[src/design/integer_matrix_multiply_top_macros.svh]
// Assertion helpers for the matrix multiply block.
`ifndef INTEGER_MATRIX_MULTIPLY_TOP_MACROS_SVH
`define INTEGER_MATRIX_MULTIPLY_TOP_MACROS_SVH
`ifndef SYNTH
`define IMM_ASSERT_IMP(lbl, clk, rst_n, ante, cons) \
    lbl: assert property (@(posedge clk) disable iff (!rst_n) (ante) |-> (cons)) \
        else $error("imm assertion failed");
`define IMM_ASSERT_NXT(lbl, clk, rst_n, ante, cons) \
    lbl: assert property (@(posedge clk) disable iff (!rst_n) (ante) |=> (cons)) \
        else $error("imm assertion failed");
`else
`define IMM_ASSERT_IMP(lbl, clk, rst_n, ante, cons)
`define IMM_ASSERT_NXT(lbl, clk, rst_n, ante, cons)
`endif
`endif

[src/design/imm_pkg.sv]
`default_nettype none
package imm_pkg;

    localparam int IMM_MAX_SIZE = 64;
    localparam int IMM_DATA_W   = 32;
    localparam int IMM_CFG_W    = 7;
    localparam int IMM_IDX_W    = 6;
    localparam logic [IMM_CFG_W-1:0] IMM_SIZE_RST = 7'd64;

    typedef enum logic [1:0] {
        S_LOAD,
        S_MAC,
        S_DRAIN
    } t_state;

    typedef struct packed {
        logic                 b_wr;
        logic                 a_wr;
        logic                 mac_vld;
        logic                 mac_first;
        logic                 mac_last;
        logic                 push;
        logic                 row_end;
        logic                 matrix_end;
        logic [IMM_IDX_W-1:0] out_row;
        logic [IMM_IDX_W-1:0] out_col;
    } t_dp_cmd;

    typedef struct packed {
        logic acc_done;
        logic out_busy;
    } t_dp_sts;

endpackage
`default_nettype wire

[src/design/imm_ctrl.sv]
`default_nettype none
`include "integer_matrix_multiply_top_macros.svh"
module imm_ctrl import imm_pkg::*; #(
    parameter int MAX_SIZE = IMM_MAX_SIZE
) (
    input  wire                                 i_clk,
    input  wire                                 i_rst_n,
    input  wire                                 i_in_valid,
    output logic                                o_in_ready,
    input  wire                                 i_cfg_valid,
    input  wire [IMM_CFG_W-1:0]                 i_cfg_data,
    output logic                                o_cfg_ready,
    input  wire t_dp_sts                        i_sts,
    output t_dp_cmd                             o_cmd,
    output logic [$clog2(MAX_SIZE*MAX_SIZE)-1:0] o_b_addr,
    output logic [$clog2(MAX_SIZE)-1:0]         o_a_addr
);

    localparam int IW  = $clog2(MAX_SIZE);
    localparam int NW  = $clog2(MAX_SIZE + 1);
    localparam int SW  = (NW > IMM_CFG_W) ? NW : IMM_CFG_W;
    localparam int BAW = $clog2(MAX_SIZE * MAX_SIZE);

    t_state               r_state, n_state;
    logic [IMM_CFG_W-1:0] r_size, n_size;
    logic                 r_load_a, n_load_a;
    logic [IW-1:0]        r_row, n_row;
    logic [IW-1:0]        r_col, n_col;
    logic [IW-1:0]        r_j, n_j;
    logic [IW-1:0]        r_k, n_k;

    logic [SW-1:0]        w_size_ext;
    logic [NW-1:0]        w_size_act;
    logic [IW-1:0]        w_last;
    logic                 w_in_acc;
    logic                 w_cfg_wr;

    assign w_size_ext = SW'(r_size);

    always_comb begin
        if (r_size == '0) begin
            w_size_act = NW'(1);
        end else if (w_size_ext > SW'(MAX_SIZE)) begin
            w_size_act = NW'(MAX_SIZE);
        end else begin
            w_size_act = NW'(w_size_ext);
        end
    end

    assign w_last      = IW'(w_size_act - NW'(1));
    assign o_in_ready  = (r_state == S_LOAD);
    assign o_cfg_ready = 1'b1;
    assign w_in_acc    = i_in_valid && o_in_ready;
    assign w_cfg_wr    = i_cfg_valid && o_cfg_ready;

    always_ff @(posedge i_clk) begin
        if (!i_rst_n) begin
            r_state  <= S_LOAD;
            r_size   <= IMM_SIZE_RST;
            r_load_a <= 1'b0;
            r_row    <= '0;
            r_col    <= '0;
            r_j      <= '0;
            r_k      <= '0;
        end else begin
            r_state  <= n_state;
            r_size   <= n_size;
            r_load_a <= n_load_a;
            r_row    <= n_row;
            r_col    <= n_col;
            r_j      <= n_j;
            r_k      <= n_k;
        end
    end

    always_comb begin
        n_state  = r_state;
        n_size   = r_size;
        n_load_a = r_load_a;
        n_row    = r_row;
        n_col    = r_col;
        n_j      = r_j;
        n_k      = r_k;
        o_cmd    = '0;
        o_b_addr = BAW'(r_row) * BAW'(MAX_SIZE) + BAW'(r_col);
        o_a_addr = r_col;

        unique case (r_state)
            S_LOAD: begin
                if (w_in_acc) begin
                    o_cmd.b_wr = !r_load_a;
                    o_cmd.a_wr = r_load_a;
                    if (r_col == w_last) begin
                        n_col = '0;
                        if (r_load_a) begin
                            n_state = S_MAC;
                            n_j     = '0;
                            n_k     = '0;
                        end else if (r_row == w_last) begin
                            n_row    = '0;
                            n_load_a = 1'b1;
                        end else begin
                            n_row = r_row + 1'b1;
                        end
                    end else begin
                        n_col = r_col + 1'b1;
                    end
                end
            end
            S_MAC: begin
                o_b_addr        = BAW'(r_k) * BAW'(MAX_SIZE) + BAW'(r_j);
                o_a_addr        = r_k;
                o_cmd.mac_vld   = 1'b1;
                o_cmd.mac_first = (r_k == '0);
                if (r_k == w_last) begin
                    o_cmd.mac_last = 1'b1;
                    n_k            = '0;
                    n_state        = S_DRAIN;
                end else begin
                    n_k = r_k + 1'b1;
                end
            end
            S_DRAIN: begin
                if (i_sts.acc_done && !i_sts.out_busy) begin
                    o_cmd.push       = 1'b1;
                    o_cmd.row_end    = (r_j == w_last);
                    o_cmd.matrix_end = (r_j == w_last) && (r_row == w_last);
                    o_cmd.out_row    = IMM_IDX_W'(r_row);
                    o_cmd.out_col    = IMM_IDX_W'(r_j);
                    if (r_j == w_last) begin
                        n_j     = '0;
                        n_state = S_LOAD;
                        if (r_row == w_last) begin
                            n_row    = '0;
                            n_load_a = 1'b0;
                        end else begin
                            n_row = r_row + 1'b1;
                        end
                    end else begin
                        n_j     = r_j + 1'b1;
                        n_state = S_MAC;
                    end
                end
            end
            default: begin
                n_state = S_LOAD;
            end
        endcase

        if (w_cfg_wr) begin
            n_size   = i_cfg_data;
            n_load_a = 1'b0;
            n_row    = '0;
            n_col    = '0;
            n_j      = '0;
            n_k      = '0;
            n_state  = S_LOAD;
        end
    end

    `IMM_ASSERT_IMP(a_push_ok, i_clk, i_rst_n, o_cmd.push, i_sts.acc_done && !i_sts.out_busy)
    `IMM_ASSERT_NXT(a_mac_drain, i_clk, i_rst_n, o_cmd.mac_last && !w_cfg_wr, r_state == S_DRAIN)
    `IMM_ASSERT_IMP(a_idx_range, i_clk, i_rst_n, r_state == S_MAC, r_k <= w_last && r_j <= w_last)
    `IMM_ASSERT_NXT(a_mend_phase, i_clk, i_rst_n, o_cmd.push && o_cmd.matrix_end, !r_load_a)

endmodule
`default_nettype wire

[config.mk]
export PLATFORM = sky130hd
export DESIGN_NAME = imm_ctrl
export DESIGN_NICKNAME = d
export VERILOG_FILES = /design/src/design/imm_pkg.sv /design/src/design/imm_ctrl.sv
export VERILOG_INCLUDE_DIRS = /design/src /design/src/design
export SDC_FILE = /design/constraint.sdc
export NUM_CORES = 1
export LEC_CHECK = 0
export BUFFER_PORTS_ARGS = -buffer_cell sky130_fd_sc_hd__clkbuf_2
export CAP_MARGIN = 20
export CORE_MARGIN = 8
export CORE_UTILIZATION = 40
export CTS_CLUSTER_DIAMETER = 50
export CTS_CLUSTER_SIZE = 10
export DETAILED_ROUTE_END_ITERATION = 8
export SLEW_MARGIN = 20
export SYNTH_ARGS = -nofsm -noshare
export SYNTH_HDL_FRONTEND = slang
export SYNTH_SLANG_ARGS = --single-unit
[constraint.sdc]
create_clock -name i_clk -period 3.1 [get_ports i_clk]
set_clock_uncertainty 0.15 [all_clocks]
set_input_delay 0.155 -clock i_clk [delete_from_list [all_inputs] [get_ports i_clk]]
set_output_delay 0.155 -clock i_clk [all_outputs]
set_load 0.02 [all_outputs]
==> results.py, run 1 <==
metrics = {
    "timing": {
        "setup_viol": 1,
        "setup_ws_ns": -0.0168,
        "max_clock_freq_mhz": 321,
        "tightest_slew_ns": 0.754,
        "hold_viol": 0,
        "relSlewSlack": 0.496,
        "finalMaxSlewViolations": 0,
        "layout_min_cycle_time_ns": 3.12,
        "rsz0062_at_grt": "true",
        "final.setup.tns_ns": -0.0168,
        "final.period_utilization": 1.01,
    },
    "layout": {
        "final_nets": 423,
        "drive_above_1_share": 0.266,
        "seqCellArea_um2": 684,
        "syn_to_final_growth_pct": 28.8,
        "antenna_cells": 0,
        "final_area_um2": 3220,
        "fill_cells": 615,
        "multi_input_area_um2": 1820,
    },
    "synthesis": {
        "synth_area_leaders": "dfxtp_1 27%, nand2_1 11%, xnor2_1 5.3%",
        "synth_cell_type_count": 58,
        "yosysMostFrequentCell": "nand2_1",
        "yosysSeqAreaShare": 0.272,
        "avgSynthCellArea_um2": 7.56,
        "synth_top_area_cell": "dfxtp_1",
        "yosys_register_bits": 34,
        "synth_cells": 331,
        "synth-main-ff-cell": "dfxtp_1",
        "yosys.area.top_type_share": 0.272,
        "syn_area_um2": 2500,
        "synth_edf_count": 0,
        "yosysWarnings": 0,
        "synth_common_cells": "70 x nand2_1, 34 x dfxtp_1, 21 x nor2_1, 16 x and3_1, 15 x xnor2_1",
        "syn_nets": 350,
        "async_flop_share": 0,
    },
    "status": {
        "status": "finished with violations",
        "violations": "negative setup slack",
    },
    "grt": {
        "grt_max_degree": 20,
        "grt-ovfl-total": 0,
        "grt_pass1_vias": 2607,
        "grt_pass1_wl_um": 12900,
        "track_usage": 0.180,
        "antenna_found_initial": 0,
    },
    "power": {
        "pwr_density_cell_nw_per_um2": 298,
        "p_leak_nw": 1.41,
        "irDropWorstVdd_uv": 143,
    },
    "worst_setup_path": {
        "slowest_stage": "or3b_4",
        "crit_fanout": 5,
        "cp_cell_sequence": "nor4_4 > a22oi_2 > ha_4 > nand4bb_1 > a21oi_2 > or3b_4 > a2111oi_4 > nand2_2 > nor3_4 > and2_4 > buf_6",
        "critical_path_class": "register to output pin",
        "crit_path_start_kind": "register",
        "end_kind": "output pin",
        "critPathRequiredTime_ns": 2.79,
        "cp.arrival_ns": 2.81,
        "slowest_delay_ns": 0.39,
    },
    "floorplan": {
        "start_util": 0.403,
        "die_h_um": 95.1,
        "ios": 53,
        "row_count": 29,
        "core_area_um2": 6200,
        "dieArea_um2": 9040,
        "fp.dieW_um": 95.1,
    },
    "clocking": {
        "cts_sinks": 34,
        "insertion_delay_ns": 0.29,
        "cts_tree": "done",
        "clock_path_buffers": 2,
        "htreeDepth": 2,
        "numCtsBuffers": 5,
        "cts-root-buf": "clkbuf_8",
        "clk_pin_slew_worst_paths_ns": 0.07,
    },
    "placement": {
        "place_congestion": 0.823,
        "place_ws_ns": 0.0133,
        "dpl_cell_area_um2": 2940,
        "port_buffers": 51,
        "dp_hpwl_um": 5710,
    },
    "detailed_routing": {
        "drt-wirelength-per-cell_um": 16.3,
        "drt_iter0_markers": 158,
        "vias": 2675,
        "wirelength_um": 7810,
        "firstDrtPassIters": 4,
        "avgViaCountPerCell": 5.57,
        "drc": 0,
        "final_antenna_net_count": 0,
    },
    "flow_run": {
        "max-cap-violations": 0,
    },
    "worst_hold_path": {
        "hold_path_class": "input port to register",
    },
}
[worst max-delay path, delay by kind of cell (launching register included)]
family,cells,cell delay (ns)
AOI/OAI and AO/OA,3,0.60
adders and majority gates,1,0.21
and+or+nand+nor,6,1.24
DFF,1,0.36
buffers and inverters,1,0.11
[power by group]
group	total, mW	switching (mW)	leakage (nW)	internal (mW)
logic	0.170	0.0891	1.09	0.0812
clock network	0.338	0.166	0.0431	0.171
registers	0.453	0.00987	0.276	0.443
total	0.960	0.265	1.41	0.695
[per-stage QoR]
stage	instances	total power [mW]	utilization	hold WS, ns
final	480	0.960	0.520	0.0504
after global routing	480	1.00	0.520	0.0623
after CTS	476	0.963	0.512	0.0467
after detailed placement	458	0.608	0.474	0.233
after global placement	458	0.608	0.474	0.230
after floorplan	331	0.563	-	0.104
[layer usage]
metal	routed length (um)	GRT usage	part of all wire
met1	3610	0.230	0.46
met5	0	0	0
met4	218	0.0884	0.028
met2	3580	0.284	0.46
met3	396	0.0354	0.051
[registers in the layout, summed over array words and instances (netlist names)]
name and count:
r_k 6, r_size 7, r_col 6, r_j 6, r_state 2, r_load_a 1, r_row 6
[cell usage in the layout, fill, tap and decap left out, types with 10 or more instances in the layout]
cell	netlist	final
a21oi_1	13	11
and3_1	16	16
buf_4	1	24
clkbuf_2	0	49
dfxtp_1	34	33
nand2_1	70	69
nand3_1	10	10
nor2_1	21	20
nor2b_1	11	11
xnor2_1	15	14
[worst paths after layout]
kind / from / endpoint / slack [ns] / cells past startpoint
max: r_size[4] / o_cmd[12] / -0.02 / 11
min reg2reg: r_k[0] / r_k[0] / 0.37 / 2
max reg2reg: r_size[4] / r_row[2] / 0.06 / 11
min: i_rst_n / r_size[4] / 0.05 / 2
[final cells by class]
type,count,share of cell area
timing repair buffer,83,0.162
tap,77,0.0299
inverter,6,0.00698
clock buffer,6,0.0256
sequential,34,0.212
multi-input combinational,274,0.563
[kinds of logic (layout without fill, tap and decap cells)]
| logic type | Yosys count | after routing | synth area share |
|---|---|---|---|
| xor gates and xnor gates | 25 | 25 | 0.0930 |
| and+or+nand+nor | 175 | 175 | 0.360 |
| muxes | 7 | 7 | 0.0280 |
| other | 1 | 1 | 0.00150 |
| buffers and inverters | 23 | 95 | 0.0390 |
| adders and majority gates | 6 | 6 | 0.0300 |
| AOI/OAI and AO/OA | 60 | 60 | 0.176 |
| DFF | 34 | 34 | 0.272 |
[what timing repair did]
item / CTS / global route
endpoints found under the setup margin: 7 / 14
gates resized for setup: 10 / 7
gates cloned: 0 / 0
hold buffers: 8 / 0
buffers inserted: 4 / 4
endpoints found under the hold margin: 7 / 0
pin swaps: 7 / 11
Power figures use the tool's default switching activity.
==> run 2, diff against run 1 <==
--- a/config.mk
+++ b/config.mk
@@ -9,10 +9,11 @@
 export BUFFER_PORTS_ARGS = -buffer_cell sky130_fd_sc_hd__clkbuf_2
 export CAP_MARGIN = 20
 export CORE_MARGIN = 8
-export CORE_UTILIZATION = 40
+export CORE_UTILIZATION = 50
 export CTS_CLUSTER_DIAMETER = 50
 export CTS_CLUSTER_SIZE = 10
 export DETAILED_ROUTE_END_ITERATION = 8
+export PLACE_DENSITY = 0.77
 export SLEW_MARGIN = 20
 export SYNTH_ARGS = -nofsm -noshare
 export SYNTH_HDL_FRONTEND = slang
==> run 2 against run 1 <==
Net effect: the run still ends with negative setup slack left; clock power increased by 4%; sequential share of layout area is 0.15 points higher; routed wire length decreased by 3.6%; sequential cell count unchanged; combinational power decreased by 4%; highest routed layer unchanged.
==> results.py, run 2 (synthesis gave the netlist of run 1 again) <==
metrics = {
    "clocking": {
        "cts_tree": "done",
        "numCtsBuffers": 5,
        "htreeDepth": 2,
        "insertion_delay_ns": 0.30,
        "cts_sinks": 34,
        "clock_path_buffers": 2,
        "cts-root-buf": "clkbuf_8",
        "clk_pin_slew_worst_paths_ns": 0.07,
    },
    "floorplan": {
        "start_util": 0.523,
        "dieArea_um2": 7520,
        "die_h_um": 86.7,
        "core_area_um2": 4790,
        "row_count": 25,
        "ios": 53,
        "fp.dieW_um": 86.7,
    },
    "worst_setup_path": {
        "cp.depth": 11,
        "end_kind": "output pin",
        "critical_path_class": "register to output pin",
        "worstRegToRegCells": 11,
        "rr_endpoint": "r_row[2]",
        "timing.rr.start": "r_size[4]",
        "cp_top_family": "simple AND/OR/NAND/NOR gates",
        "crit_path_end": "o_cmd[12]",
        "slowest_delay_ns": 0.42,
        "crit_path_start_kind": "register",
        "startpoint": "r_size[4]",
        "cp_num_buf_inv": 1,
        "slowest_stage": "a2111oi_4",
        "ff2ff_setup_slack_ns": 0.06,
        "critPathRequiredTime_ns": 2.79,
        "cp_cell_sequence": "nor4_4 > a22oi_2 > ha_4 > nand4bb_1 > a21oi_2 > or3b_4 > a2111oi_4 > nand2_2 > nor3_4 > and2_2 > buf_4",
        "crit_fanout": 4,
        "cp.arrival_ns": 2.84,
    },
    "power": {
        "p_switching_mw": 0.269,
        "p_total_mw": 0.968,
        "pwr-share-comb": 0.168,
        "irDropWorstVdd_uv": 234,
        "p_leak_nw": 1.40,
        "switching_share": 0.278,
        "internal-power_mw": 0.699,
        "clock_power_share": 0.364,
        "pwr_density_cell_nw_per_um2": 302,
        "pwr-share-seq": 0.467,
    },
    "status": {
        "violations": "negative setup slack",
        "status": "finished with violations",
    },
    "layout": {
        "fin_cells": 469,
        "final_area_um2": 3200,
        "layout_commonest_cell": "nand2_1",
        "fill_cells": 414,
        "final_nets": 420,
        "largest_reg_flops": 7,
        "final_cell_mix": "69 x nand2_1, 48 x clkbuf_2, 31 x dfxtp_1",
        "drive_above_1_share": 0.274,
        "utilization": 0.669,
        "antenna_cells": 0,
        "regMostFlops": "r_size",
        "syn_to_final_growth_pct": 27.9,
    },
    "placement": {
        "place_ws_ns": 0.0199,
        "port_buffers": 51,
        "dp_hpwl_um": 5470,
        "place_congestion": 0.859,
        "dpl_cell_area_um2": 2920,
        "dp.cells": 446,
    },
    "detailed_routing": {
        "firstDrtPassIters": 4,
        "drt_iter0_markers": 153,
        "vias": 2697,
        "drc": 0,
        "final_antenna_net_count": 0,
        "wirelength_um": 7520,
        "drt-wirelength-per-cell_um": 16.0,
        "avgViaCountPerCell": 5.75,
    },
    "grt": {
        "grt_pass1_vias": 2666,
        "track_usage": 0.204,
        "grt_max_degree": 22,
        "grt_pass1_wl_um": 12500,
        "grt-ovfl-total": 0,
        "antenna_found_initial": 0,
    },
    "timing": {
        "layout_min_cycle_time_ns": 3.15,
        "final.setup.tns_ns": -0.0477,
        "rsz0062_at_grt": "true",
        "setup_ws_ns": -0.0477,
        "max_clock_freq_mhz": 318,
        "hold_slack_ns": 0.00347,
        "finalMaxSlewViolations": 0,
        "setup_viol": 1,
        "relSlewSlack": 0.469,
        "tightest_slew_ns": 0.794,
        "hold_viol": 0,
        "final.period_utilization": 1.02,
    },
    "flow_run": {
        "max-cap-violations": 0,
    },
    "worst_hold_path": {
        "hold_start": "i_cfg_data[1]",
        "hold_path_class": "input port to register",
    },
}
-- run 2: worst min-delay path by stage --
| stage | endpoint | slack (ns) | cells past startpoint |
|---|---|---|---|
| floorplan | r_size[6] | 0.10 | 1 |
| global placement | r_size[6] | 0.23 | 3 |
| detailed placement | r_size[6] | 0.25 | 3 |
| CTS | r_size[1] | 0.02 | 3 |
| global route | r_size[1] | 0.03 | 3 |
| finish | r_size[1] | 0.003 | 3 |
-- run 2: layout make-up --
| cell class | instances | area [um^2] | share of cell area |
|---|---|---|---|
| Timing Repair Buffer | 80 | 499 | 0.156 |
| Sequential cell | 34 | 684 | 0.214 |
| Inverter | 6 | 22.5 | 0.00703 |
| Tap cell | 67 | 83.8 | 0.0262 |
| Clock inverter | 1 | 5.00 | 0.00156 |
| Clock buffer | 7 | 86.3 | 0.0270 |
| Multi-Input combinational cell | 274 | 1820 | 0.569 |
-- run 2: worst min-delay path, stage by stage --
cell and delay (ns):
clkbuf_2 0.08, mux2i_1 0.06, nor2b_1 0.11
-- run 2: power by group through the flow --
stage	clock network (mW)	registers (mW)	logic, mW
final	0.352	0.453	0.163
after detailed placement	0	0.462	0.145
after global routing	0.368	0.453	0.177
after global placement	0	0.462	0.142
after CTS	0.349	0.452	0.158
after floorplan	0	0.461	0.101
-- run 2: repair_timing --
action,CTS,global route
resized for setup,9,12
setup endpoints to repair,3,16
hold endpoints to repair,5,0
pin swaps,5,13
hold buffers,6,0
setup buffers,3,6
-- run 2: metal layers --
metal | vias up | global-route usage | wire [um]
li1 | 1312 | - | -
met1 | 1291 | 0.233 | 3200
met2 | 81 | 0.355 | 3720
met3 | 13 | 0.0406 | 405
met4 | 0 | 0.0970 | 196
met5 | - | 0 | 0
